--- src/hw/rtl/adamw_optimizer_update_core_defines.svh ---
// -----------------------------------------------------------------------------
// adamw_optimizer_update_core_defines.svh
// Assertion macros for the AdamW update core; empty when SYNTHESIS is set.
// -----------------------------------------------------------------------------
`ifndef ADAMW_OPTIMIZER_UPDATE_CORE_DEFINES_SVH
`define ADAMW_OPTIMIZER_UPDATE_CORE_DEFINES_SVH
`ifndef SYNTHESIS
`define ADAMW_ASSERT_CLK(label, clk, rst_n, prop) \
  label: assert property (@(posedge clk) disable iff (!rst_n) prop) \
    else $error("adamw assertion failed");
`define ADAMW_ASSERT_ALWAYS(label, clk, prop) \
  label: assert property (@(posedge clk) prop) \
    else $error("adamw assertion failed");
`else
`define ADAMW_ASSERT_CLK(label, clk, rst_n, prop)
`define ADAMW_ASSERT_ALWAYS(label, clk, prop)
`endif
`endif

--- src/hw/rtl/adamw_pkg.sv ---
// -----------------------------------------------------------------------------
// adamw_pkg
// Shared types, register indexes and constants of the AdamW update core.
// -----------------------------------------------------------------------------
package adamw_pkg;

  localparam int ADAMW_DEPTH = 4096;
  localparam int CFG_IDX_W   = 3;
  localparam int CFG_DATA_W  = 32;
  localparam int DIV_W       = 64;
  localparam int SQ_W        = 64;

  localparam logic [CFG_IDX_W-1:0] CFG_LR    = 3'd0;
  localparam logic [CFG_IDX_W-1:0] CFG_BETA1 = 3'd1;
  localparam logic [CFG_IDX_W-1:0] CFG_BETA2 = 3'd2;
  localparam logic [CFG_IDX_W-1:0] CFG_EPS   = 3'd3;
  localparam logic [CFG_IDX_W-1:0] CFG_DECAY = 3'd4;

  localparam logic [31:0] LR_RST    = 32'd429497;
  localparam logic [23:0] BETA1_RST = 24'd15099494;
  localparam logic [23:0] BETA2_RST = 24'd16760438;
  localparam logic [31:0] EPS_RST   = 32'd43;
  localparam logic [23:0] DECAY_RST = 24'd167772;

  localparam logic [32:0] ONE_Q32   = 33'h1_0000_0000;
  localparam logic [24:0] ONE_Q24   = 25'h100_0000;
  localparam logic [39:0] RATIO_MAX = 40'hFF_FFFF_FFFF;

  typedef struct packed {
    logic               step_start;
    logic [11:0]        elem_index;
    logic signed [31:0] gradient;
    logic signed [31:0] param_in;
  } in_word_t;

  typedef struct packed {
    logic signed [31:0] param_out;
    logic [11:0]        out_index;
  } out_word_t;

  typedef enum logic [4:0] {
    S_CLEAR, S_IDLE, S_IDX, S_IDXW, S_RD, S_MUL, S_MOM, S_V, S_WB, S_D1,
    S_B2, S_D2, S_SQ, S_SQW, S_RT, S_D3, S_SUM, S_LR, S_FIN
  } state_t;

endpackage

--- src/hw/rtl/adamw_div.sv ---
// -----------------------------------------------------------------------------
// adamw_div
// Unsigned restoring divider, one quotient bit per cycle.
// -----------------------------------------------------------------------------
module adamw_div (
  input  logic                      clk,
  input  logic                      rst_n,
  input  logic                      start,
  input  logic [adamw_pkg::DIV_W-1:0] dividend,
  input  logic [adamw_pkg::DIV_W-1:0] divisor,
  output logic                      busy,
  output logic                      done,
  output logic [adamw_pkg::DIV_W-1:0] quot
);
  import adamw_pkg::*;

  localparam int CW = $clog2(DIV_W);

  logic [CW-1:0]    cnt_r;
  logic             busy_r;
  logic             done_r;
  logic [DIV_W-1:0] quot_r;
  logic [DIV_W:0]   rem_r;
  logic [DIV_W-1:0] dvs_r;
  logic [DIV_W:0]   rem_sh;
  logic             ge;

  assign rem_sh = {rem_r[DIV_W-1:0], quot_r[DIV_W-1]};
  assign ge     = rem_sh >= {1'b0, dvs_r};

  always_ff @(posedge clk) begin
    if (!rst_n) begin
      busy_r <= 1'b0;
      done_r <= 1'b0;
      cnt_r  <= '0;
    end else begin
      done_r <= 1'b0;
      if (start) begin
        busy_r <= 1'b1;
        cnt_r  <= '0;
      end else if (busy_r) begin
        cnt_r <= cnt_r + 1'b1;
        if (cnt_r == CW'(DIV_W - 1)) begin
          busy_r <= 1'b0;
          done_r <= 1'b1;
        end
      end
    end
  end

  always_ff @(posedge clk) begin
    if (start) begin
      quot_r <= dividend;
      rem_r  <= '0;
      dvs_r  <= divisor;
    end else if (busy_r) begin
      quot_r <= {quot_r[DIV_W-2:0], ge};
      rem_r  <= ge ? rem_sh - {1'b0, dvs_r} : rem_sh;
    end
  end

  assign busy = busy_r;
  assign done = done_r;
  assign quot = quot_r;

endmodule

--- config.mk ---
export PLATFORM = sky130hd
export DESIGN_NAME = adamw_div
export DESIGN_NICKNAME = d
export VERILOG_FILES = /design/src/hw/rtl/adamw_optimizer_update_core_defines.svh /design/src/hw/rtl/adamw_pkg.sv /design/src/hw/rtl/adamw_div.sv
export SDC_FILE = /design/constraint.sdc
export NUM_CORES = 1
export LEC_CHECK = 0
export BUFFER_PORTS_ARGS = -buffer_cell sky130_fd_sc_hd__buf_2
export CORE_ASPECT_RATIO = 1.75
export CORE_UTILIZATION = 25
export DETAILED_ROUTE_END_ITERATION = 7
export SYNTH_ARGS = -nofsm -noshare
export SYNTH_HDL_FRONTEND = slang
export SYNTH_SLANG_ARGS = --single-unit
--- constraint.sdc ---
create_clock -name clk -period 7.16 [get_ports clk]
set_input_delay 1.074 -clock clk [delete_from_list [all_inputs] [get_ports clk]]
set_output_delay 1.074 -clock clk [all_outputs]
set_load 0.005 [all_outputs]
# Word-level counts from Yosys, hierarchy flattened
# Cells that the tools add are included.
# Widths: inputs -> output; s select.
dict set report totals {
  reg_bits 200
  latch_bits 0
  ramBits 0
  romBits 0
  out_inout_bits 66
  word_cells 22
  n_memories 0
}
dict set report classes {
  add_sub_neg 2
  n_mul 0
  div_mod_pow 0
  n_lt_le_gt_ge 1
  eq_ne 1
  shifts 0
  muxes 7
  bitwise 2
  reduce_logical 3
}
# operator n
set op_table {}
lappend op_table {{$mux 64} 3}
lappend op_table {{$ge 65x64->1} 1}
lappend op_table {{$sub 64x64->64} 1}
lappend op_table {{$add 6x1->6 const B} 1}
lappend op_table {{$eq 6x6->1 const B} 1}
lappend op_table {{$mux 1} 4}
lappend op_table {{$reduce_or 3->1} 1}
lappend op_table {{$not 1->1} 2}
lappend op_table {{$reduce_bool 2->1} 1}
lappend op_table {{$reduce_or 2->1} 1}

# Depth between registers and ports, before layout
dict set report depth {
  depth_word 4
  mapped_depth 16
  depth_no_buf 14
}

# Worst setup path before layout
# Ideal clock, no wire load.
dict set report synth_timing {
  kind {register to register}
  from {register quot_r[63] (netlist: quot[63])}
  to {register rem_r[48]}
  arrival_time_ns 3.179
  slack_ns 3.895
  path_stages_with_launch 15
  n_path_buf 0
  synth_period_minus_slack_ns 3.265
  path_cell_list {edfxtp_1 -> inv_1 -> ha_1 -> fa_1 -> nand2b_1 -> a211oi_2 -> o211ai_1 -> and3b_1 -> or4b_1 -> nand3_1 -> a21oi_1 -> o41ai_2 -> xor2_1 -> mux2i_1 -> a211oi_1}
}
dict set report synth_via {
  elab_chain_len 2
  word_cells_on_any_way 3
}
# element line
set synth_lines {}
lappend synth_lines {{start: declaration} adamw_div.sv:22} ;# logic [DIV_W-1:0] quot_r;
lappend synth_lines {{start signal: assignment} adamw_div.sv:53} ;# quot_r <= dividend;
lappend synth_lines {{start signal: assignment} adamw_div.sv:57} ;# quot_r <= {quot_r[DIV_W-2:0], ge};
lappend synth_lines {{$sub 64x64->64 or $ge 65x64->1 (tied branches)} {adamw_div.sv:58, adamw_div.sv:29}}
lappend synth_lines {{$mux 64 *} adamw_div.sv:58} ;# rem_r <= ge ? rem_sh - {1'b0, dvs_r} : rem_sh;
lappend synth_lines {{end signal: assignment} adamw_div.sv:58}
lappend synth_lines {{end: declaration} adamw_div.sv:23} ;# logic [DIV_W:0] rem_r;
# Mark *: on every way between the ends. The rest lies on a longest branch, timed or not.
# A chain may end at the register's enable or synchronous reset.

# Final worst setup path
dict set report layout_timing {
  from {register quot_r[63] (netlist: quot[63])}
  to {register rem_r[38]}
}
# The elaborated chain is that of the path after synthesis.

==> results list <==
* Critical Path Source Type: flip-flop
* Number of gates resized after cts: 0
- TritonCTS built the clock tree.
- Slew Limit Fails: 0
- The number of different library cells used by synthesis comes to 68.
- The largest single stage delay on the critical path is 0.49 ns.
- Proportion of netlist area held by the largest area contributor: 32.8%
* Compound-Gate Fraction of Synth Area: 19.3%
- Area leader, netlist: edfxtp_1
* WHS: 0.490 ns
- Final setup skew: 0.0153 ns
- The cell area that synthesis handed to floorplanning was 0.0117 mm².
- The synthesized netlist devotes 4.63% of its cell area to XOR and XNOR gates.
* Global routing usage summed across all routing layers: 14.3%
- Max-Slew Margin vs Limit: 41.5%
- Measured against the total synthesized area, the mux share comes to 7.08%.
- Number of placement rows: 104
* Share of layout cells above drive strength 1: 22.6%
* List of cells traversed by the critical path: inv_1 -> ha_1 -> fa_1 -> nand2b_1 -> a211oi_2 -> o211ai_1 -> a211o_1 -> o41ai_2 -> a21boi_1 -> o31ai_1 -> a21oi_1 -> xnor2_1 -> mux2i_1 -> o21ai_0
- By startpoint and endpoint, the worst setup path is classified as reg -> reg.
* Final #Nets: 1563
* Setup crit end kind: flip-flop
- Instance count of the mapped netlist: 1207
- Entering global routing, the biggest net connects 80 pins.
- In the synthesized netlist the async set-or-reset flop fraction comes to 0%.
- Critical path required time: 7.48 ns
- The number of antenna violations at the first check in global routing was 3.
* Critical Path Slowest Stage Cell: o41ai_2
* Largest buffer count on any clock path: 2
- In this run the horizontal extent of the chip is 166 µm.
- The worst path needs 4.07 ns of the cycle, external delays included.
* Avg Synthesized Cell Area: 9.72 µm²
- Cells taking the most area after synthesis: edfxtp_1 (33%), dfxtp_1 (12%), ha_1 (6.9%)
- At the pin with the least slew margin, the transition time is 0.872 ns.
- After detailed routing, the number of remaining DRC violations is 7.
- Accumulated negative setup slack: 0 ns
* Number of endpoints failing setup at the final stage: 0
- Area enclosed by the die boundary: 0.0478 mm²
- Hold Path Class: reg -> reg
- Power density over the cells: 227 mW/mm²
- Routed wire per std cell: 17.3 µm
- Buffers inserted during clock tree synthesis total 17.
- Dominant combinational cell family by area after synthesis: compound AO/OA/AOI/OAI gates
- Global-route wire length before repair: 53.3 mm
* Ys flop type: edfxtp_1
* Wire length reported by the detailed router: 33.9 mm
- H-tree depth: 4
- In this run, the number of DRC markers left after iteration 0 of detailed routing was 454.
- The cell family contributing the most delay on the critical path is compound AO/OA/AOI/OAI gates.
- Placement-stage worst setup slack: 3.16 ns
* Top fanout value on the critical path: 5
- Via count of the first global-routing pass: 10.1k
- After global routing the overflow that remains totals 0.
* PnR worst setup slack: 3.09 ns
* Area of the core region: 0.0462 mm²
* Chip Height: 289 µm
- The final count of hold timing violations came to 0.
- The wire-length estimate of the detail-placed layout is 25.6 mm.
- In this run, synthesis inferred 128 flip-flops with an integrated enable.
- After filler insertion, the fill cell instance count of the layout stands at 4761.
- For this run, the top clock speed supported by timing is 246 MHz.
- Arithmetic-cell share of the synthesized area counting full adders, half adders and majority gates: 7.10%
- Setup repair after global routing missed its margin: no
- The pre-antenna-repair detailed-routing pass consisted of 8 iterations.
- The tree built by TritonCTS fans out to 200 sinks.
- The checks that failed: design-rule violations.
- Counting instances in the post-synthesis netlist gives the leading cell types as edfxtp_1 (128), a21oi_1 (109), nor2_1 (105).
- Once the floorplan was initialized, standard cells occupied 25.4% of the core.
* Area overhead of the layout relative to synthesis: 18.1%
- After clock tree synthesis, the clock-pin slew on the worst setup and hold paths is 0.09 ns.
- After Yosys synthesis, and, or, nand and nor cells account for 12.0% of the synthesized area.
- Across all layers, the routed design uses 9638 vias.
* FF+latch count, synth: 200
- For this design the top-level I/O count stands at 197.
- Most used standard cell by instance count after synthesis: edfxtp_1
* Fraction of the yosys area taken by sequential cells: 45.1%
- For this run, the number of Yosys warnings is 0.
* Number of buffers and inverters on the critical path: 1
- Using the TritonRoute via totals, the vias-per-cell ratio works out to 4.91.
- Number of buffers inserted by post-CTS setup repair: 0
- Latest clock arrival within the worst-skew pair: 0.47 ns
- In this run the static leakage power is 5.81 nW.
- Once detail routing completed, the nets flagged for antenna violations numbered 0.
- Hold repair after CTS inserted 0 buffers.
- After layout, the worst path uses 56.8% of the clock period.
* Data arrival time at the worst-slack endpoint: 4.39 ns
- RD Place Congestion: 0.909
- Across the run, the number of max-cap violations was 0.
- Root buffer selected by CTS: clkbuf_16
- Total of buffers placed on input and output ports: 196
- Synthesis produced a netlist with a net count of 1404.
- Status: complete, but fails checks
- Peak ir drop on the vdd network: 0.188 mV
worst min-delay path, delay by kind of cell, from the launching register on:
| family | cells | cell delay (ns) |
|---|---|---|
| flip-flops | 1 | 0.33 |
| AO/OA/AOI/OAI | 1 | 0.06 |
| AND/OR/NAND/NOR | 1 | 0.05 |
power by group:
group / switching (mW) / internal, mW
clock: 0.538 / 0.481
sequential: 0.0540 / 1.34
combinational: 0.433 / 0.297
flip-flops by register name, indices dropped and copies added (netlist names):
signal,flops
dvs_r,64
rem_r,64
done,1
quot,64
busy,1
cnt_r,6
metal layers:
metal	vias up	share of wire (%)	global-route usage (%)	wire length, µm
li1	4721	-	-	-
met1	4537	38	14.3	12700
met2	279	53	26.9	17800
met3	97	4.5	3.07	1520
met4	4	5.3	9.18	1790
met5	-	0.068	0	23
cells in the final DEF, fill, tap and decap left out, drive strengths merged, types with 4 or more instances in the layout:
master / count
buf: 203
edfxtp: 128
a21oi: 109
nor2: 105
o21ai: 97
nand2: 93
inv: 87
dfxtp: 72
ha: 65
mux2: 64
a21o: 38
xnor2: 32
xor2: 30
nand4: 28
o211ai: 18
clkbuf: 17
a211oi: 15
nor3: 14
nand2b: 13
o21bai: 11
o21a: 11
mux2i: 11
nor2b: 10
a22o: 10
nand3: 8
and3: 7
a211o: 7
or3: 6
nor4: 6
a31oi: 6
clkinv: 6
a32oi: 4
a21boi: 4
a311oi: 4
stage by stage:
step / power [mW] / util, % / area [µm²] / instances
floorplan: 1.91 / - / 11700 / 1207
global placement: 2.14 / 28.7 / 13200 / 1930
detailed placement: 2.15 / 28.7 / 13200 / 1930
CTS: 3.18 / 30.0 / 13800 / 1962
global route: 3.30 / 30.0 / 13900 / 1963
finish: 3.14 / 30.0 / 13900 / 1963
logic make-up (layout without fill, tap and decap cells):
kind of cell | count (synthesis) | in the layout
AO/OA/AOI/OAI | 359 | 359
AND/OR/NAND/NOR | 304 | 304
flip-flops | 200 | 200
buffers and inverters | 141 | 313
multiplexers | 75 | 75
adder cells (fa/ha/maj) | 66 | 66
XOR/XNOR | 62 | 62
other | 0 | 1
cell type report:
type | count | area, µm² | share of cell area, %
Antenna cell | 1 | 2.50 | 0.0181
Clock buffer | 17 | 425 | 3.07
Clock inverter | 15 | 184 | 1.33
Inverter | 78 | 293 | 2.11
Multi-Input combinational cell | 866 | 5890 | 42.5
Sequential cell | 200 | 5290 | 38.2
Tap cell | 583 | 729 | 5.27
Timing Repair Buffer | 203 | 1040 | 7.51
path summary, 6_finish.rpt:
kind              cells after the start  slack [ns]                     end                   from
hold reg to reg                       2        0.49   rem_r[5]$_SDFFE_PP0P_  rem_r[5]$_SDFFE_PP0P_
setup reg to reg                     14        3.09  rem_r[38]$_SDFFE_PP0P_     quot[63]$_DFFE_PP_
hold / removal                        2        0.49   rem_r[5]$_SDFFE_PP0P_  rem_r[5]$_SDFFE_PP0P_
setup / recovery                     14        3.09  rem_r[38]$_SDFFE_PP0P_     quot[63]$_DFFE_PP_
Power figures use the tool's default switching activity.
