<file path="src/hw/rtl/adamw_optimizer_update_core_defines.svh">
// -----------------------------------------------------------------------------
// adamw_optimizer_update_core_defines.svh
// Assertion macros for the AdamW update core; empty when SYNTHESIS is set.
// -----------------------------------------------------------------------------
`ifndef ADAMW_OPTIMIZER_UPDATE_CORE_DEFINES_SVH
`define ADAMW_OPTIMIZER_UPDATE_CORE_DEFINES_SVH
`ifndef SYNTHESIS
`define ADAMW_ASSERT_CLK(label, clk, rst_n, prop) \
  label: assert property (@(posedge clk) disable iff (!rst_n) prop) \
    else $error("adamw assertion failed");
`define ADAMW_ASSERT_ALWAYS(label, clk, prop) \
  label: assert property (@(posedge clk) prop) \
    else $error("adamw assertion failed");
`else
`define ADAMW_ASSERT_CLK(label, clk, rst_n, prop)
`define ADAMW_ASSERT_ALWAYS(label, clk, prop)
`endif
`endif

</file>
<file path="src/hw/rtl/adamw_pkg.sv">
// -----------------------------------------------------------------------------
// adamw_pkg
// Shared types, register indexes and constants of the AdamW update core.
// -----------------------------------------------------------------------------
package adamw_pkg;

  localparam int ADAMW_DEPTH = 4096;
  localparam int CFG_IDX_W   = 3;
  localparam int CFG_DATA_W  = 32;
  localparam int DIV_W       = 64;
  localparam int SQ_W        = 64;

  localparam logic [CFG_IDX_W-1:0] CFG_LR    = 3'd0;
  localparam logic [CFG_IDX_W-1:0] CFG_BETA1 = 3'd1;
  localparam logic [CFG_IDX_W-1:0] CFG_BETA2 = 3'd2;
  localparam logic [CFG_IDX_W-1:0] CFG_EPS   = 3'd3;
  localparam logic [CFG_IDX_W-1:0] CFG_DECAY = 3'd4;

  localparam logic [31:0] LR_RST    = 32'd429497;
  localparam logic [23:0] BETA1_RST = 24'd15099494;
  localparam logic [23:0] BETA2_RST = 24'd16760438;
  localparam logic [31:0] EPS_RST   = 32'd43;
  localparam logic [23:0] DECAY_RST = 24'd167772;

  localparam logic [32:0] ONE_Q32   = 33'h1_0000_0000;
  localparam logic [24:0] ONE_Q24   = 25'h100_0000;
  localparam logic [39:0] RATIO_MAX = 40'hFF_FFFF_FFFF;

  typedef struct packed {
    logic               step_start;
    logic [11:0]        elem_index;
    logic signed [31:0] gradient;
    logic signed [31:0] param_in;
  } in_word_t;

  typedef struct packed {
    logic signed [31:0] param_out;
    logic [11:0]        out_index;
  } out_word_t;

  typedef enum logic [4:0] {
    S_CLEAR, S_IDLE, S_IDX, S_IDXW, S_RD, S_MUL, S_MOM, S_V, S_WB, S_D1,
    S_B2, S_D2, S_SQ, S_SQW, S_RT, S_D3, S_SUM, S_LR, S_FIN
  } state_t;

endpackage

</file>
<file path="src/hw/rtl/adamw_sqrt.sv">
// -----------------------------------------------------------------------------
// adamw_sqrt
// Floor square root, digit by digit, one root bit per cycle.
// -----------------------------------------------------------------------------
module adamw_sqrt (
  input  logic                       clk,
  input  logic                       rst_n,
  input  logic                       start,
  input  logic [adamw_pkg::SQ_W-1:0]   radicand,
  output logic                       done,
  output logic [adamw_pkg::SQ_W/2-1:0] root
);
  import adamw_pkg::*;

  localparam int RW = SQ_W / 2;
  localparam int CW = $clog2(RW);
  localparam int MW = RW + 4;

  logic [CW-1:0]   cnt_r;
  logic            busy_r;
  logic            done_r;
  logic [SQ_W-1:0] rad_r;
  logic [MW-1:0]   rem_r;
  logic [RW-1:0]   root_r;
  logic [MW-1:0]   rem_sh;
  logic [MW-1:0]   trial;
  logic            ge;

  assign rem_sh = {rem_r[MW-3:0], rad_r[SQ_W-1:SQ_W-2]};
  assign trial  = {2'b00, root_r, 2'b01};
  assign ge     = rem_sh >= trial;

  always_ff @(posedge clk) begin
    if (!rst_n) begin
      busy_r <= 1'b0;
      done_r <= 1'b0;
      cnt_r  <= '0;
    end else begin
      done_r <= 1'b0;
      if (start) begin
        busy_r <= 1'b1;
        cnt_r  <= '0;
      end else if (busy_r) begin
        cnt_r <= cnt_r + 1'b1;
        if (cnt_r == CW'(RW - 1)) begin
          busy_r <= 1'b0;
          done_r <= 1'b1;
        end
      end
    end
  end

  always_ff @(posedge clk) begin
    if (start) begin
      rad_r  <= radicand;
      rem_r  <= '0;
      root_r <= '0;
    end else if (busy_r) begin
      rad_r  <= {rad_r[SQ_W-3:0], 2'b00};
      rem_r  <= ge ? rem_sh - trial : rem_sh;
      root_r <= {root_r[RW-2:0], ge};
    end
  end

  assign done = done_r;
  assign root = root_r;

endmodule

</file>
<file path="config.mk">
export PLATFORM = sky130hd
export DESIGN_NAME = adamw_sqrt
export DESIGN_NICKNAME = d
export VERILOG_FILES = /design/src/hw/rtl/adamw_optimizer_update_core_defines.svh /design/src/hw/rtl/adamw_pkg.sv /design/src/hw/rtl/adamw_sqrt.sv
export SDC_FILE = /design/constraint.sdc
export NUM_CORES = 1
export LEC_CHECK = 0
export ABC_CLOCK_PERIOD_IN_PS = 3700
export BUFFER_PORTS_ARGS = -buffer_cell sky130_fd_sc_hd__buf_2
export CORE_ASPECT_RATIO = 1.75
export CORE_MARGIN = 8
export CORE_UTILIZATION = 55
export DETAILED_ROUTE_END_ITERATION = 8
export GPL_TIMING_DRIVEN = 0
export PLACE_DENSITY = 0.77
export SETUP_SLACK_MARGIN = 0.15
export SYNTH_ARGS = -nofsm -noshare
export SYNTH_HDL_FRONTEND = slang
export SYNTH_SLANG_ARGS = --single-unit
</file>
<file path="constraint.sdc">
create_clock -name clk -period 3.7 [get_ports clk]
set_input_delay 0.74 -clock clk [delete_from_list [all_inputs] [get_ports clk]]
set_output_delay 0.74 -clock clk [all_outputs]
set_load 0.02 [all_outputs]
</file>
Word level (Yosys, flattened, before mapping)
Index checks and enable logic that the tools add are counted.

Input port bits: 67. Word-level logic and storage cells: 22. Register bits: 137. Output and inout port bits: 33.

Bitwise operators: 2. Reductions and logical operators: 3. Add/sub/neg operators: 2. Mux-type cells: 7. Equal/unequal tests: 1. Order comparisons: 1.

Operators with widths (number): $mux W64 (2); $ge A36 B34 Y1 (1); $mux W34 (1); $sub A34 B34 Y34 (1); $add A5 B1 Y5 const B (1); $eq A5 B5 Y1 const B (1); $mux W1 (4); $reduce_or A3 Y1 (1); $not A1 Y1 (2); $reduce_bool A2 Y1 (1); $reduce_or A2 Y1 (1).

Depth between registers and ports, before layout
Gate-level depths: netlist of the first run.

Depth in word-level cells: 4. Gate-level depth with buffers: 13.

Least setup slack after synthesis of the first run
No wires, ideal clock.

Path kind: register to register. From: register root_r[13], in the netlist root[13]. To: register rem_r[26]. Setup time: 79 ps. Data required time: 3621 ps. Arrival: 2784 ps. Setup slack: 837 ps. Clock period less this slack: 2863 ps. Cell stages (with the launch flop): 12. Cell sequence: dfxtp_1 inv_1 ha_1 a21oi_1 o211ai_1 a311oi_2 a31oi_2 a31oi_2 o21ai_1 o211ai_1 mux2_1 a211oi_2.

Word-level cells in the longest chain between the ends: 2. Elaborated cells on any way between the ends: 3. Those cells by class: add/sub (1); order compare (1); mux (1).

Ends and longest elaborated chain: start: declaration (RTL line adamw_sqrt.sv:24) `logic [RW-1:0] root_r;`; start signal: assignment (RTL line adamw_sqrt.sv:61) `root_r <= {root_r[RW-2:0], ge};`; $sub A34 B34 Y34 / $ge A36 B34 Y1 (equally long branches) (RTL line adamw_sqrt.sv:60, adamw_sqrt.sv:31); $mux W34 * (RTL line adamw_sqrt.sv:60) `rem_r <= ge ? rem_sh - trial : rem_sh;`; end signal: assignment (RTL line adamw_sqrt.sv:60); end: declaration (RTL line adamw_sqrt.sv:23) `logic [MW-1:0] rem_r;`.

Every way passes the cells marked *; elsewhere a longest branch is shown, timed or not. A chain may end at the register's enable or synchronous reset.

Worst setup path after layout of the first run
From: register root_r[0], in the netlist root[0]. To: register rem_r[29].

Same word-level chain as after synthesis.

==> results of run 1 <==
[through the flow]
step           area [sq um]  std cells  worst slack (ps)  hold WS, ps  utilization (%)
2_1_floorplan          7470        733               837          463                -
3_3_place_gp           8180       1005               210          479             61.5
3_5_place_dp           8210       1006               596          494             61.6
4_1_cts                8780       1038               562          502             66.0
5_1_grt                8780       1038               308          529             66.0
6_report               8780       1038               429          500             66.0
[state kept, by name, summed over array words and instances, names as in the netlist]
signal and flops:
rad_r 64, rem_r 34, root 32, cnt_r 5, busy_r 1, done 1
[cell type report]
cell class	count	area [sq um]	area share [%]
timing repair buffer	99	510	5.81
inverter	42	158	1.79
clock inverter	15	154	1.75
buffer	41	193	2.19
tap	174	218	2.48
sequential	137	3380	38.5
clock buffer	17	425	4.84
multi-input combinational	513	3740	42.6
[layout by cell type (no fill, tap or decap), types with 19 or more instances in the layout]
cell and count:
sky130_fd_sc_hd__dfxtp_1 73, sky130_fd_sc_hd__edfxtp_1 64, sky130_fd_sc_hd__nor2_1 83, sky130_fd_sc_hd__inv_1 42, sky130_fd_sc_hd__a21oi_1 35, sky130_fd_sc_hd__mux2i_1 40, sky130_fd_sc_hd__nand2_1 65, sky130_fd_sc_hd__clkbuf_1 19
sky130_fd_sc_hd__ha_1 36, sky130_fd_sc_hd__mux2_2 62, sky130_fd_sc_hd__buf_2 105
[routing by layer]
layer	part of all wire (%)	wire length, microns	vias up
met1	37	6700	2802
met4	4.2	777	0
li1	-	-	2875
met3	6.3	1150	59
met5	0	0	-
met2	53	9710	205
[worst max path at each step]
stage                          start  slack, ps                      to
2_1_floorplan  root[13]$_SDFFE_PP0P_        840  rem_r[26]$_SDFFE_PP0P_
3_3_place_gp                   start        210      rad_r[2]$_DFFE_PP_
3_5_place_dp   root[13]$_SDFFE_PP0P_        600  rem_r[26]$_SDFFE_PP0P_
4_1_cts        root[13]$_SDFFE_PP0P_        560  rem_r[26]$_SDFFE_PP0P_
5_1_grt         root[0]$_SDFFE_PP0P_        310  rem_r[29]$_SDFFE_PP0P_
6_report        root[0]$_SDFFE_PP0P_        430  rem_r[29]$_SDFFE_PP0P_
[critical path, delay by kind of cell, from the launching register on]
family                   cells  cell delay [ps]
adder cells (fa/ha/maj)      1              360
flip-flops                   1              420
AO/OA/AOI/OAI                9             2370
buffers and inverters        1               60
[cell families after synthesis]
kind of cell    count (synthesis)
compound gates                138
xor+xnor                       28
fa+ha+maj                      36
buf+inv                        83
flops                         137
mux                           106
simple gates                  205
[power breakdown]
group | internal (mW) | total [mW] | switching, mW
Sequential | 1.78 | 1.90 | 0.116
Combinational | 1.12 | 2.70 | 1.58
Clock | 0.955 | 1.67 | 0.720
Total | 3.85 | 6.27 | 2.42
==> Flow_metrics.wiki, run 1 <==
{| class="wikitable"
! Metric !! Value
|-
| Die extent in x || 104 microns
|-
| Worst Hold Endpoint || rem_r[8]$_SDFFE_PP0P_
|-
| Final routed DRC violation total || 0
|-
| Post-synthesis compound-gate area fraction || 13.2%
|-
| Worst Path Arrival || 3630 ps
|-
| Total power draw || 6.27 mW
|-
| Synthesized cell area || 7470 sq um
|-
| Met3 track utilization from global routing || 5.34%
|-
| Simple-gate portion of the synthesized area || 12.2%
|-
| Final-report max-slew violation count || 0
|-
| Number of warnings printed during yosys synthesis || 0
|-
| Synthesized area per cell || 10.2 sq um
|-
| Cell with the most instances after synthesis || sky130_fd_sc_hd__nor2_1
|-
| Number of nets produced by synthesis || 836
|-
| Biggest area consumer among synthesized cells || sky130_fd_sc_hd__edfxtp_1
|-
| Fraction of synthesized area in multiplexers || 15.3%
|-
| Sequential area share after synthesis || 45.3%
|-
| Floorplan row count || 56
|-
| Number of filler cells placed in the layout || 1086
|-
| Adder and majority gate portion of the synthesized area || 6.03%
|-
| Max Cap Violations || 0
|-
| Sum of routed wire length over all layers || 18300 microns
|-
| CTS-repair resized insts || 0
|-
| Post-layout net count || 954
|-
| Max-slew headroom || 44.6%
|-
| Total of hold buffers inserted after clock tree synthesis || 0
|-
| Starting utilization of the core area || 56.1%
|-
| Dominant combinational cell family by area after synthesis || multiplexers
|-
| Min Clock Period, post-route || 3270 ps
|-
| Netlist cell types || 59
|-
| Number of clock buffers inserted by TritonCTS || 17
|-
| Area fraction of the dominant cell type after synthesis || 25.7%
|-
| Worst Tran Pin Value || 831 ps
|-
| Final clock period utilization by the worst path || 88.4%
|-
| Clock tree skew after final layout || 7.89 ps
|-
| Number of buffer cells added on primary ports || 98
|-
| Pin count of the biggest net entering global routing || 36
|-
| Number of sinks on the clock net || 137
|-
| Number of enable flip-flop cells after synthesis || 64
|-
| Area contributors post-synth || sky130_fd_sc_hd__edfxtp_1 (26%), sky130_fd_sc_hd__dfxtp_1 (20%), sky130_fd_sc_hd__mux2_2 (9.3%), sky130_fd_sc_hd__ha_1 (6.0%), sky130_fd_sc_hd__mux2i_1 (5.4%)
|-
| Clock insertion delay at the later pin of the skew report || 410 ps
|-
| Seq cells post-synth || 137
|-
| Placeable Area || 13300 sq um
|-
| Largest stage delay on the critical path || 450 ps
|-
| Leakage || 3.67 nW
|-
| Async SR Flop Fraction || 0%
|-
| Final-layout setup total negative slack || 0 ps
|-
| Highest attainable clock frequency || 0.306 GHz
|-
| Category of the worst setup path capture point || flip-flop
|-
| Met2 routing resource usage after global routing || 39.2%
|-
| Global-route wire length before repair || 29700 microns
|-
| I/O pin cnt || 100
|-
| Critical Setup Path Class || flip-flop to flip-flop
|-
| Most Used Layer, Global Route || met2
|-
| Length of the first detailed-routing pass in iterations || 5
|-
| Kind of start point of the critical path || flip-flop
|-
| Floorplan die height || 170 microns
|-
| XOR/XNOR share of the synthesized area || 3.28%
|-
| Most frequent CP cell || sky130_fd_sc_hd__o2111ai_1
|-
| Slowest CP cell || sky130_fd_sc_hd__a31oi_1
|-
| Met1 Use GR || 19.7%
|-
| Type of the tightest min-delay check || flip-flop to flip-flop
|-
| Antenna violation net count after detailed routing || 0
|-
| Number of vias per cell after detailed routing || 5.72
|-
| Capture point of the worst reg-to-reg path || rem_r[29]$_SDFFE_PP0P_
|-
| Routed vias || 5941
|-
| Antenna diode instance count || 0
|-
| Routed WL per cell || 17.7 microns
|-
| Path depth of the worst reg2reg path || 11
|-
| Result of the run || finished, final reports clean
|-
| Cell-by-cell listing of the critical path || inv_1, ha_1, o211ai_1, o21ai_2, o2111ai_1, a31oi_1, o2111ai_1, a21oi_2, a21oi_1, o311ai_0, a21o_1
|-
| Layout overhead on the synthesized area || 17.5%
|-
| Maximum resistive drop on vdd || 0.401 mV
|-
| Final count of hold timing violations || 0
|-
| Via count of the first global-routing pass || 6281
|-
| Global-route usage over all layers || 20.6%
|-
| Synthesized netlist cell count || 733
|-
| Buffers inserted during post-CTS setup optimization || 0
|-
| Number of antenna violations at the first check in global routing || 0
|-
| Max Fanout on Critical Path || 6
|-
| CTS clock-pin slew for the worst setup and hold paths || 60 ps
|-
| Most frequent cells after synthesis || sky130_fd_sc_hd__nor2_1 (83), sky130_fd_sc_hd__dfxtp_1 (73), sky130_fd_sc_hd__nand2_1 (66)
|-
| Buffer cell driving the clock tree root || sky130_fd_sc_hd__clkbuf_16
|-
| Worst hold path startpoint || rem_r[6]$_SDFFE_PP0P_
|-
| Required time reported for the critical path endpoint || 4050 ps
|-
| CTS tree || yes
|-
| Crit Reg-Reg Startpoint || root[0]$_SDFFE_PP0P_
|-
| Register-to-Register Setup Slack || 430 ps
|-
| Clock Path Buffers || 2
|-
| Number of setup violations in the final report || 0
|-
| Fraction of layout cells with a size suffix above 1 || 25.1%
|-
| CTS H-tree lvls || 4
|-
| Ratio of total power to cell area || 714 nW/um^2
|-
| Dpl hpwl || 13900 microns
|-
| Most instantiated flip-flop cell in the synthesis netlist || sky130_fd_sc_hd__dfxtp_1
|-
| Setup repair after global routing missed its margin || no
|-
| Die area || 17700 sq um
|-
| Iter 0 DRT Violations || 311
|-
| Grt total ovfl || 0
|-
| Last weighted congestion value of the routability-driven placer || 0.917
|-
| Depth of the worst hold-timing path || 2
|}
Power figures use the tool's default switching activity.
==> run 2, diff against run 1 <==
--- a/config.mk
+++ b/config.mk
@@ -7,12 +7,14 @@
 export LEC_CHECK = 0
 export ABC_CLOCK_PERIOD_IN_PS = 3700
 export BUFFER_PORTS_ARGS = -buffer_cell sky130_fd_sc_hd__buf_2
+export CELL_PAD_IN_SITES_DETAIL_PLACEMENT = 0
+export CELL_PAD_IN_SITES_GLOBAL_PLACEMENT = 1
 export CORE_ASPECT_RATIO = 1.75
 export CORE_MARGIN = 8
-export CORE_UTILIZATION = 55
+export CORE_UTILIZATION = 45
 export DETAILED_ROUTE_END_ITERATION = 8
 export GPL_TIMING_DRIVEN = 0
-export PLACE_DENSITY = 0.77
+export PLACE_DENSITY_LB_ADDON = 0.1
 export SETUP_SLACK_MARGIN = 0.15
 export SYNTH_ARGS = -nofsm -noshare
 export SYNTH_HDL_FRONTEND = slang
==> Flow_metrics.wiki, run 2 (synthesis results as in run 1) <==
{| class="wikitable"
! Metric !! Value
|-
| CTS clock-pin slew for the worst setup and hold paths || 60 ps
|-
| Length of the first detailed-routing pass in iterations || 4
|-
| Pin count of the biggest net entering global routing || 41
|-
| CTS-repair resized insts || 0
|-
| Final routed DRC violation total || 0
|-
| CTS tree || yes
|-
| Starting utilization of the core area || 45.7%
|-
| Setup repair after global routing missed its margin || no
|-
| Post-layout net count || 954
|-
| Clock insertion delay at the later pin of the skew report || 430 ps
|-
| Number of vias per cell after detailed routing || 5.37
|-
| Grt total ovfl || 0
|-
| Last weighted congestion value of the routability-driven placer || 0.884
|-
| Dpl hpwl || 14400 microns
|-
| Required time reported for the critical path endpoint || 4030 ps
|-
| Critical Setup Path Class || flip-flop to flip-flop
|-
| Register-to-Register Setup Slack || 480 ps
|-
| Layout overhead on the synthesized area || 18.9%
|-
| Top Family by Delay on Critical Path || compound AO/OA/AOI/OAI gates
|-
| Fin util || 54.3%
|-
| Worst Path Arrival || 3560 ps
|-
| Worst Setup Slack, final || 478 ps
|-
| Category of the worst setup path capture point || flip-flop
|-
| Most common library cell in the layout ignoring fill and taps || sky130_fd_sc_hd__buf_2
|-
| Worst hold path startpoint || rem_r[10]$_SDFFE_PP0P_
|-
| Number of buffer cells added on primary ports || 98
|-
| Kind of start point of the critical path || flip-flop
|-
| Worst Tran Pin Value || 874 ps
|-
| CTS H-tree lvls || 4
|-
| Leading cell types in the layout, fill and taps excluded || sky130_fd_sc_hd__buf_2 (105), sky130_fd_sc_hd__nor2_1 (83), sky130_fd_sc_hd__dfxtp_1 (73)
|-
| Max Cap Violations || 0
|-
| Floorplan row count || 62
|-
| Leakage || 3.67 nW
|-
| Worst-case setup slack after placement || 557 ps
|-
| Clock tree skew after final layout || 9.63 ps
|-
| Max-slew headroom || 41.8%
|-
| Number of clock buffers inserted by TritonCTS || 17
|-
| Final-layout setup total negative slack || 0 ps
|-
| Largest stage delay on the critical path || 420 ps
|-
| Via count of the first global-routing pass || 6217
|-
| Final count of hold timing violations || 0
|-
| Final-report max-slew violation count || 0
|-
| Iter 0 DRT Violations || 220
|-
| Type of the tightest min-delay check || flip-flop to flip-flop
|-
| Die area || 21200 sq um
|-
| Buffer cell driving the clock tree root || sky130_fd_sc_hd__clkbuf_16
|-
| Global-route wire length before repair || 30400 microns
|-
| Slowest CP cell || sky130_fd_sc_hd__dfxtp_1
|-
| Register bank with the most flops || rad_r
|-
| Max reg flops || 64
|-
| Number of sinks on the clock net || 137
|-
| Crit Reg-Reg Startpoint || root[0]$_SDFFE_PP0P_
|-
| Routed WL per cell || 17.5 microns
|-
| Cell-by-cell listing of the critical path || inv_1, ha_1, o211ai_1, o21ai_2, o2111ai_1, a31oi_1, o2111ai_1, a21oi_2, a21oi_1, o2111a_1, a311oi_1
|-
| Clock Path Buffers || 2
|-
| Placeable Area || 16400 sq um
|-
| I/O pin cnt || 100
|-
| Fraction of layout cells with a size suffix above 1 || 25.0%
|-
| Number of setup violations in the final report || 0
|-
| Number of filler cells placed in the layout || 1533
|-
| Crit path buffers/inverters || 1
|-
| Depth of the worst hold-timing path || 2
|-
| Result of the run || finished, final reports clean
|-
| Global-route usage over all layers || 18.3%
|-
| Max Fanout on Critical Path || 6
|-
| Worst Hold Endpoint || rem_r[12]$_SDFFE_PP0P_
|-
| Floorplan die height || 186 microns
|-
| Number of antenna violations at the first check in global routing || 1
|-
| Routed vias || 5853
|-
| Sum of routed wire length over all layers || 19100 microns
|-
| Total of hold buffers inserted after clock tree synthesis || 0
|-
| Highest attainable clock frequency || 0.310 GHz
|-
| Most frequent CP cell || sky130_fd_sc_hd__o2111ai_1
|-
| Maximum resistive drop on vdd || 0.360 mV
|-
| Final clock period utilization by the worst path || 87.1%
|-
| Capture point of the worst reg-to-reg path || rem_r[33]$_SDFFE_PP0P_
|-
| Die extent in x || 113 microns
|-
| Buffers inserted during post-CTS setup optimization || 0
|-
| Ratio of total power to cell area || 720 nW/um^2
|-
| Min Clock Period, post-route || 3220 ps
|-
| Path depth of the worst reg2reg path || 11
|-
| Total power draw || 6.40 mW
|-
| Antenna violation net count after detailed routing || 0
|}
==> run 2: changes by cell type in the layout (fill, tap and decap cells not counted), sizes merged <==
cell,change
bufinv,+2
clkinvlp,+2
diode,+1
inv,-5
clkinv,+1
==> run 2: layout make-up <==
| type | instances | area [sq um] | area share, % |
|---|---|---|---|
| Timing Repair Buffer | 99 | 510 | 5.75 |
| Inverter | 42 | 158 | 1.77 |
| Clock buffer | 17 | 425 | 4.79 |
| Clock inverter | 15 | 189 | 2.13 |
| Sequential cell | 137 | 3380 | 38.1 |
| Multi-Input combinational cell | 513 | 3740 | 42.1 |
| Antenna cell | 1 | 2.50 | 0.0282 |
| Tap cell | 224 | 280 | 3.15 |
| Buffer | 41 | 193 | 2.17 |
==> run 2: worst min-delay path, delay by kind of cell, from the launching register on <==
kind / cells / cell delay [ps]
AOI/OAI and AO/OA: 1 / 70
DFF: 1 / 330
and+or+nand+nor: 1 / 60
==> run 2: how the worst max path moves through the flow <==
| stage | start | endpoint | slack, ps | depth (start not counted) |
|---|---|---|---|---|
| 2_1_floorplan | root[13]$_SDFFE_PP0P_ | rem_r[26]$_SDFFE_PP0P_ | 840 | 11 |
| 3_3_place_gp | start | rad_r[15]$_DFFE_PP_ | 150 | 3 |
| 3_5_place_dp | root[0]$_SDFFE_PP0P_ | rem_r[33]$_SDFFE_PP0P_ | 560 | 11 |
| 4_1_cts | root[0]$_SDFFE_PP0P_ | rem_r[33]$_SDFFE_PP0P_ | 520 | 11 |
| 5_1_grt | root[2]$_SDFFE_PP0P_ | rem_r[33]$_SDFFE_PP0P_ | 300 | 11 |
| 6_report | root[0]$_SDFFE_PP0P_ | rem_r[33]$_SDFFE_PP0P_ | 480 | 11 |
==> run 2: metal layers <==
| metal | GRT usage [%] | up-vias | wire [microns] |
|---|---|---|---|
| met3 | 4.56 | 28 | 954 |
| met1 | 17.7 | 2830 | 7240 |
| li1 | - | 2873 | - |
| met2 | 34.8 | 122 | 10500 |
| met5 | 0 | - | 0 |
| met4 | 8.45 | 0 | 442 |
==> run 2: power by group <==
| part | total (mW) | switching (mW) | internal (mW) |
|---|---|---|---|
| Clock | 1.79 | 0.720 | 1.07 |
| Sequential | 1.90 | 0.117 | 1.78 |
| Combinational | 2.70 | 1.59 | 1.12 |
| Total | 6.40 | 2.42 | 3.97 |
==> run 2: per-stage QoR <==
stage	instance area (sq um)	hold slack [ps]	std cells
floorplan	7470	463	733
global placement	8250	480	1055
detailed placement	8270	482	1056
CTS	8880	490	1088
global route	8880	526	1089
finish	8880	500	1089
==> run 3, diff against run 2 <==
--- a/config.mk
+++ b/config.mk
@@ -5,13 +5,14 @@
 export SDC_FILE = /design/constraint.sdc
 export NUM_CORES = 1
 export LEC_CHECK = 0
+export ABC_AREA = 1
 export ABC_CLOCK_PERIOD_IN_PS = 3700
 export BUFFER_PORTS_ARGS = -buffer_cell sky130_fd_sc_hd__buf_2
 export CELL_PAD_IN_SITES_DETAIL_PLACEMENT = 0
 export CELL_PAD_IN_SITES_GLOBAL_PLACEMENT = 1
 export CORE_ASPECT_RATIO = 1.75
 export CORE_MARGIN = 8
-export CORE_UTILIZATION = 45
+export CORE_UTILIZATION = 42
 export DETAILED_ROUTE_END_ITERATION = 8
 export GPL_TIMING_DRIVEN = 0
 export PLACE_DENSITY_LB_ADDON = 0.1
==> Flow_metrics.wiki, run 3 <==
{| class="wikitable"
! Metric !! Value
|-
| Path depth of the worst reg2reg path || 13
|-
| Kind of start point of the critical path || flip-flop
|-
| Worst Tran Pin Value || 925 ps
|-
| Via count of the first global-routing pass || 7849
|-
| Sequential area share after synthesis || 40.8%
|-
| Placed instance count || 1552
|-
| Number of setup violations in the final report || 0
|-
| CTS tree || yes
|-
| Number of nets produced by synthesis || 1312
|-
| Last weighted congestion value of the routability-driven placer || 0.903
|-
| Number of antenna violations at the first check in global routing || 0
|-
| Most frequent cells after synthesis || sky130_fd_sc_hd__nand2_1 (575), sky130_fd_sc_hd__inv_1 (173), sky130_fd_sc_hd__dfxtp_1 (73)
|-
| Number of clock buffers inserted by TritonCTS || 17
|-
| Buffer cell driving the clock tree root || sky130_fd_sc_hd__clkbuf_16
|-
| Clock insertion delay at the later pin of the skew report || 440 ps
|-
| Area contributors post-synth || sky130_fd_sc_hd__nand2_1 (26%), sky130_fd_sc_hd__edfxtp_1 (23%), sky130_fd_sc_hd__dfxtp_1 (18%), sky130_fd_sc_hd__inv_1 (7.8%), sky130_fd_sc_hd__ha_1 (5.4%)
|-
| Final Instance Count excl. Fillers || 1584
|-
| Clock Path Buffers || 2
|-
| Number of vias per cell after detailed routing || 4.80
|-
| Register bank with the most flops || rad_r
|-
| Netlist cell types || 40
|-
| Sum of routed wire length over all layers || 24300 microns
|-
| Max Cap Violations || 0
|-
| Max reg flops || 64
|-
| Synthesized netlist cell count || 1209
|-
| Grt total ovfl || 0
|-
| Critical Setup Path Class || flip-flop to flip-flop
|-
| Die area || 24700 sq um
|-
| Global-route usage over all layers || 20.4%
|-
| Global-route wire length before repair || 38900 microns
|-
| Seq cells post-synth || 137
|-
| Simple-gate portion of the synthesized area || 37.1%
|-
| Fraction of synthesized area in multiplexers || 0%
|-
| Buffers inserted during post-CTS setup optimization || 0
|-
| CTS H-tree lvls || 4
|-
| Max Fanout on Critical Path || 10
|-
| Maximum resistive drop on vdd || 0.386 mV
|-
| Floorplan row count || 68
|-
| Max-slew headroom || 38.3%
|-
| Cell with the most instances after synthesis || sky130_fd_sc_hd__nand2_1
|-
| CTS-repair resized insts || 0
|-
| Antenna diode instance count || 0
|-
| Post-layout net count || 1429
|-
| Placeable Area || 19600 sq um
|-
| Dpl hpwl || 19500 microns
|-
| Adder and majority gate portion of the synthesized area || 5.44%
|-
| Worst Path Arrival || 2970 ps
|-
| Min Clock Period, post-route || 2650 ps
|-
| Most instantiated flip-flop cell in the synthesis netlist || sky130_fd_sc_hd__dfxtp_1
|-
| Number of sinks on the clock net || 137
|-
| Synthesized area per cell || 6.85 sq um
|-
| Biggest area consumer among synthesized cells || sky130_fd_sc_hd__nand2_1
|-
| Iter 0 DRT Violations || 324
|-
| Final-layout setup total negative slack || 0 ps
|-
| Setup repair after global routing missed its margin || no
|-
| I/O pin cnt || 100
|-
| Length of the first detailed-routing pass in iterations || 6
|-
| Clock tree skew after final layout || 8.05 ps
|-
| Routed WL per cell || 15.3 microns
|-
| Highest attainable clock frequency || 0.378 GHz
|-
| Async SR Flop Fraction || 0%
|-
| Depth of the worst hold-timing path || 2
|-
| Total of hold buffers inserted after clock tree synthesis || 0
|-
| Die extent in x || 122 microns
|-
| Category of the worst setup path capture point || flip-flop
|-
| Pin count of the biggest net entering global routing || 74
|-
| Floorplan die height || 202 microns
|-
| Starting utilization of the core area || 42.3%
|-
| Final count of hold timing violations || 0
|-
| Number of warnings printed during yosys synthesis || 0
|-
| Type of the tightest min-delay check || flip-flop to flip-flop
|-
| Required time reported for the critical path endpoint || 4020 ps
|-
| Leading cell types in the layout, fill and taps excluded || sky130_fd_sc_hd__nand2_1 (575), sky130_fd_sc_hd__inv_1 (173), sky130_fd_sc_hd__buf_2 (101)
|-
| XOR/XNOR share of the synthesized area || 1.59%
|-
| Synthesized cell area || 8290 sq um
|-
| Number of buffer cells added on primary ports || 98
|-
| Final routed DRC violation total || 0
|-
| Dominant combinational cell family by area after synthesis || simple AND/OR/NAND/NOR gates
|-
| CTS clock-pin slew for the worst setup and hold paths || 60 ps
|-
| Fraction of layout cells with a size suffix above 1 || 11.9%
|-
| Final clock period utilization by the worst path || 71.5%
|-
| Antenna violation net count after detailed routing || 0
|-
| Number of enable flip-flop cells after synthesis || 64
|-
| Post-synthesis compound-gate area fraction || 5.18%
|-
| Final-report max-slew violation count || 0
|-
| Ratio of total power to cell area || 823 nW/um^2
|-
| Leakage || 5.15 nW
|-
| Area fraction of the dominant cell type after synthesis || 26.0%
|-
| Result of the run || finished, final reports clean
|-
| Layout overhead on the synthesized area || 16.1%
|-
| Most common library cell in the layout ignoring fill and taps || sky130_fd_sc_hd__nand2_1
|-
| Routed vias || 7608
|}
[run 3: cell count changes in the layout (fill, tap and decap cells not counted), moves of 16 or more]
cell | previous run | this run
sky130_fd_sc_hd__nor2_1 | 83 | 50
sky130_fd_sc_hd__nand2_1 | 65 | 575
sky130_fd_sc_hd__a311oi_1 | 16 | 0
sky130_fd_sc_hd__mux2i_1 | 40 | 0
sky130_fd_sc_hd__o22ai_1 | 0 | 31
sky130_fd_sc_hd__nand3b_1 | 2 | 18
sky130_fd_sc_hd__nand3_1 | 9 | 57
sky130_fd_sc_hd__mux2_2 | 62 | 0
sky130_fd_sc_hd__inv_1 | 42 | 173
[run 3: power breakdown]
| part | switching (mW) | internal (mW) |
|---|---|---|
| Clock | 0.663 | 0.886 |
| Sequential | 0.0967 | 1.78 |
| Combinational | 3.03 | 1.47 |
[run 3: metal layers]
layer  up-vias  track usage [%]  wire [microns]
met4         0             11.2            1070
li1       4015                -               -
met2       128             38.7           13400
met3        48             3.63             785
met1      3417             19.9            9020
met5         -                0               0
[run 3: per-stage QoR]
stage / cell area [sq um] / utilization [%] / total power [mW] / hold WS (ps) / setup WS, ps
after CTS: 9620 / 49.2 / 7.99 / 458 / 1020
after detailed placement: 9090 / 46.4 / 6.41 / 446 / 1030
after global placement: 9090 / 46.5 / 6.39 / 440 / -1110
after floorplan: 8290 / - / 5.16 / 426 / 178
final: 9620 / 49.2 / 7.92 / 460 / 1050
after global routing: 9620 / 49.2 / 8.63 / 490 / 880
[run 3: logic make-up (layout without fill, tap and decap cells)]
family                     after synthesis  in the layout
adders and majority gates               36             36
and+or+nand+nor                        740            740
AOI/OAI and AO/OA                       72             72
xor gates and xnor gates                15             15
DFF                                    137            137
buffers and inverters                  209            339
[run 3: worst paths after layout]
kind,from,endpoint,slack [ps]
setup / recovery,root[21]$_SDFFE_PP0P_,rem_r[31]$_SDFFE_PP0P_,1050
hold reg to reg,rem_r[32]$_SDFFE_PP0P_,rem_r[32]$_SDFFE_PP0P_,460
hold / removal,rem_r[32]$_SDFFE_PP0P_,rem_r[32]$_SDFFE_PP0P_,460
setup reg to reg,root[21]$_SDFFE_PP0P_,rem_r[31]$_SDFFE_PP0P_,1050
[run 3: area by class of cell]
class,count,area (sq um)
clock inverter,11,71.3
inverter,176,661
timing repair buffer,98,490
clock buffer,21,460
sequential,137,3380
tap,245,307
fill,2166,9950
multi-input combinational,863,4080
buffer,33,165
[run 3: worst max-delay path, stage by stage, from the launching register on]
cell                       delay (ps)
sky130_fd_sc_hd__dfxtp_1          320
sky130_fd_sc_hd__inv_1             70
sky130_fd_sc_hd__ha_1             380
sky130_fd_sc_hd__a21oi_1          320
sky130_fd_sc_hd__nand2_1          140
sky130_fd_sc_hd__nand2_1           80
sky130_fd_sc_hd__nand2_1           80
sky130_fd_sc_hd__nand2_1           80
sky130_fd_sc_hd__nand3_2           80
sky130_fd_sc_hd__a21oi_4          320
sky130_fd_sc_hd__buf_2            360
sky130_fd_sc_hd__nand3b_1         110
sky130_fd_sc_hd__nand3_1          130
sky130_fd_sc_hd__nand2_1           60
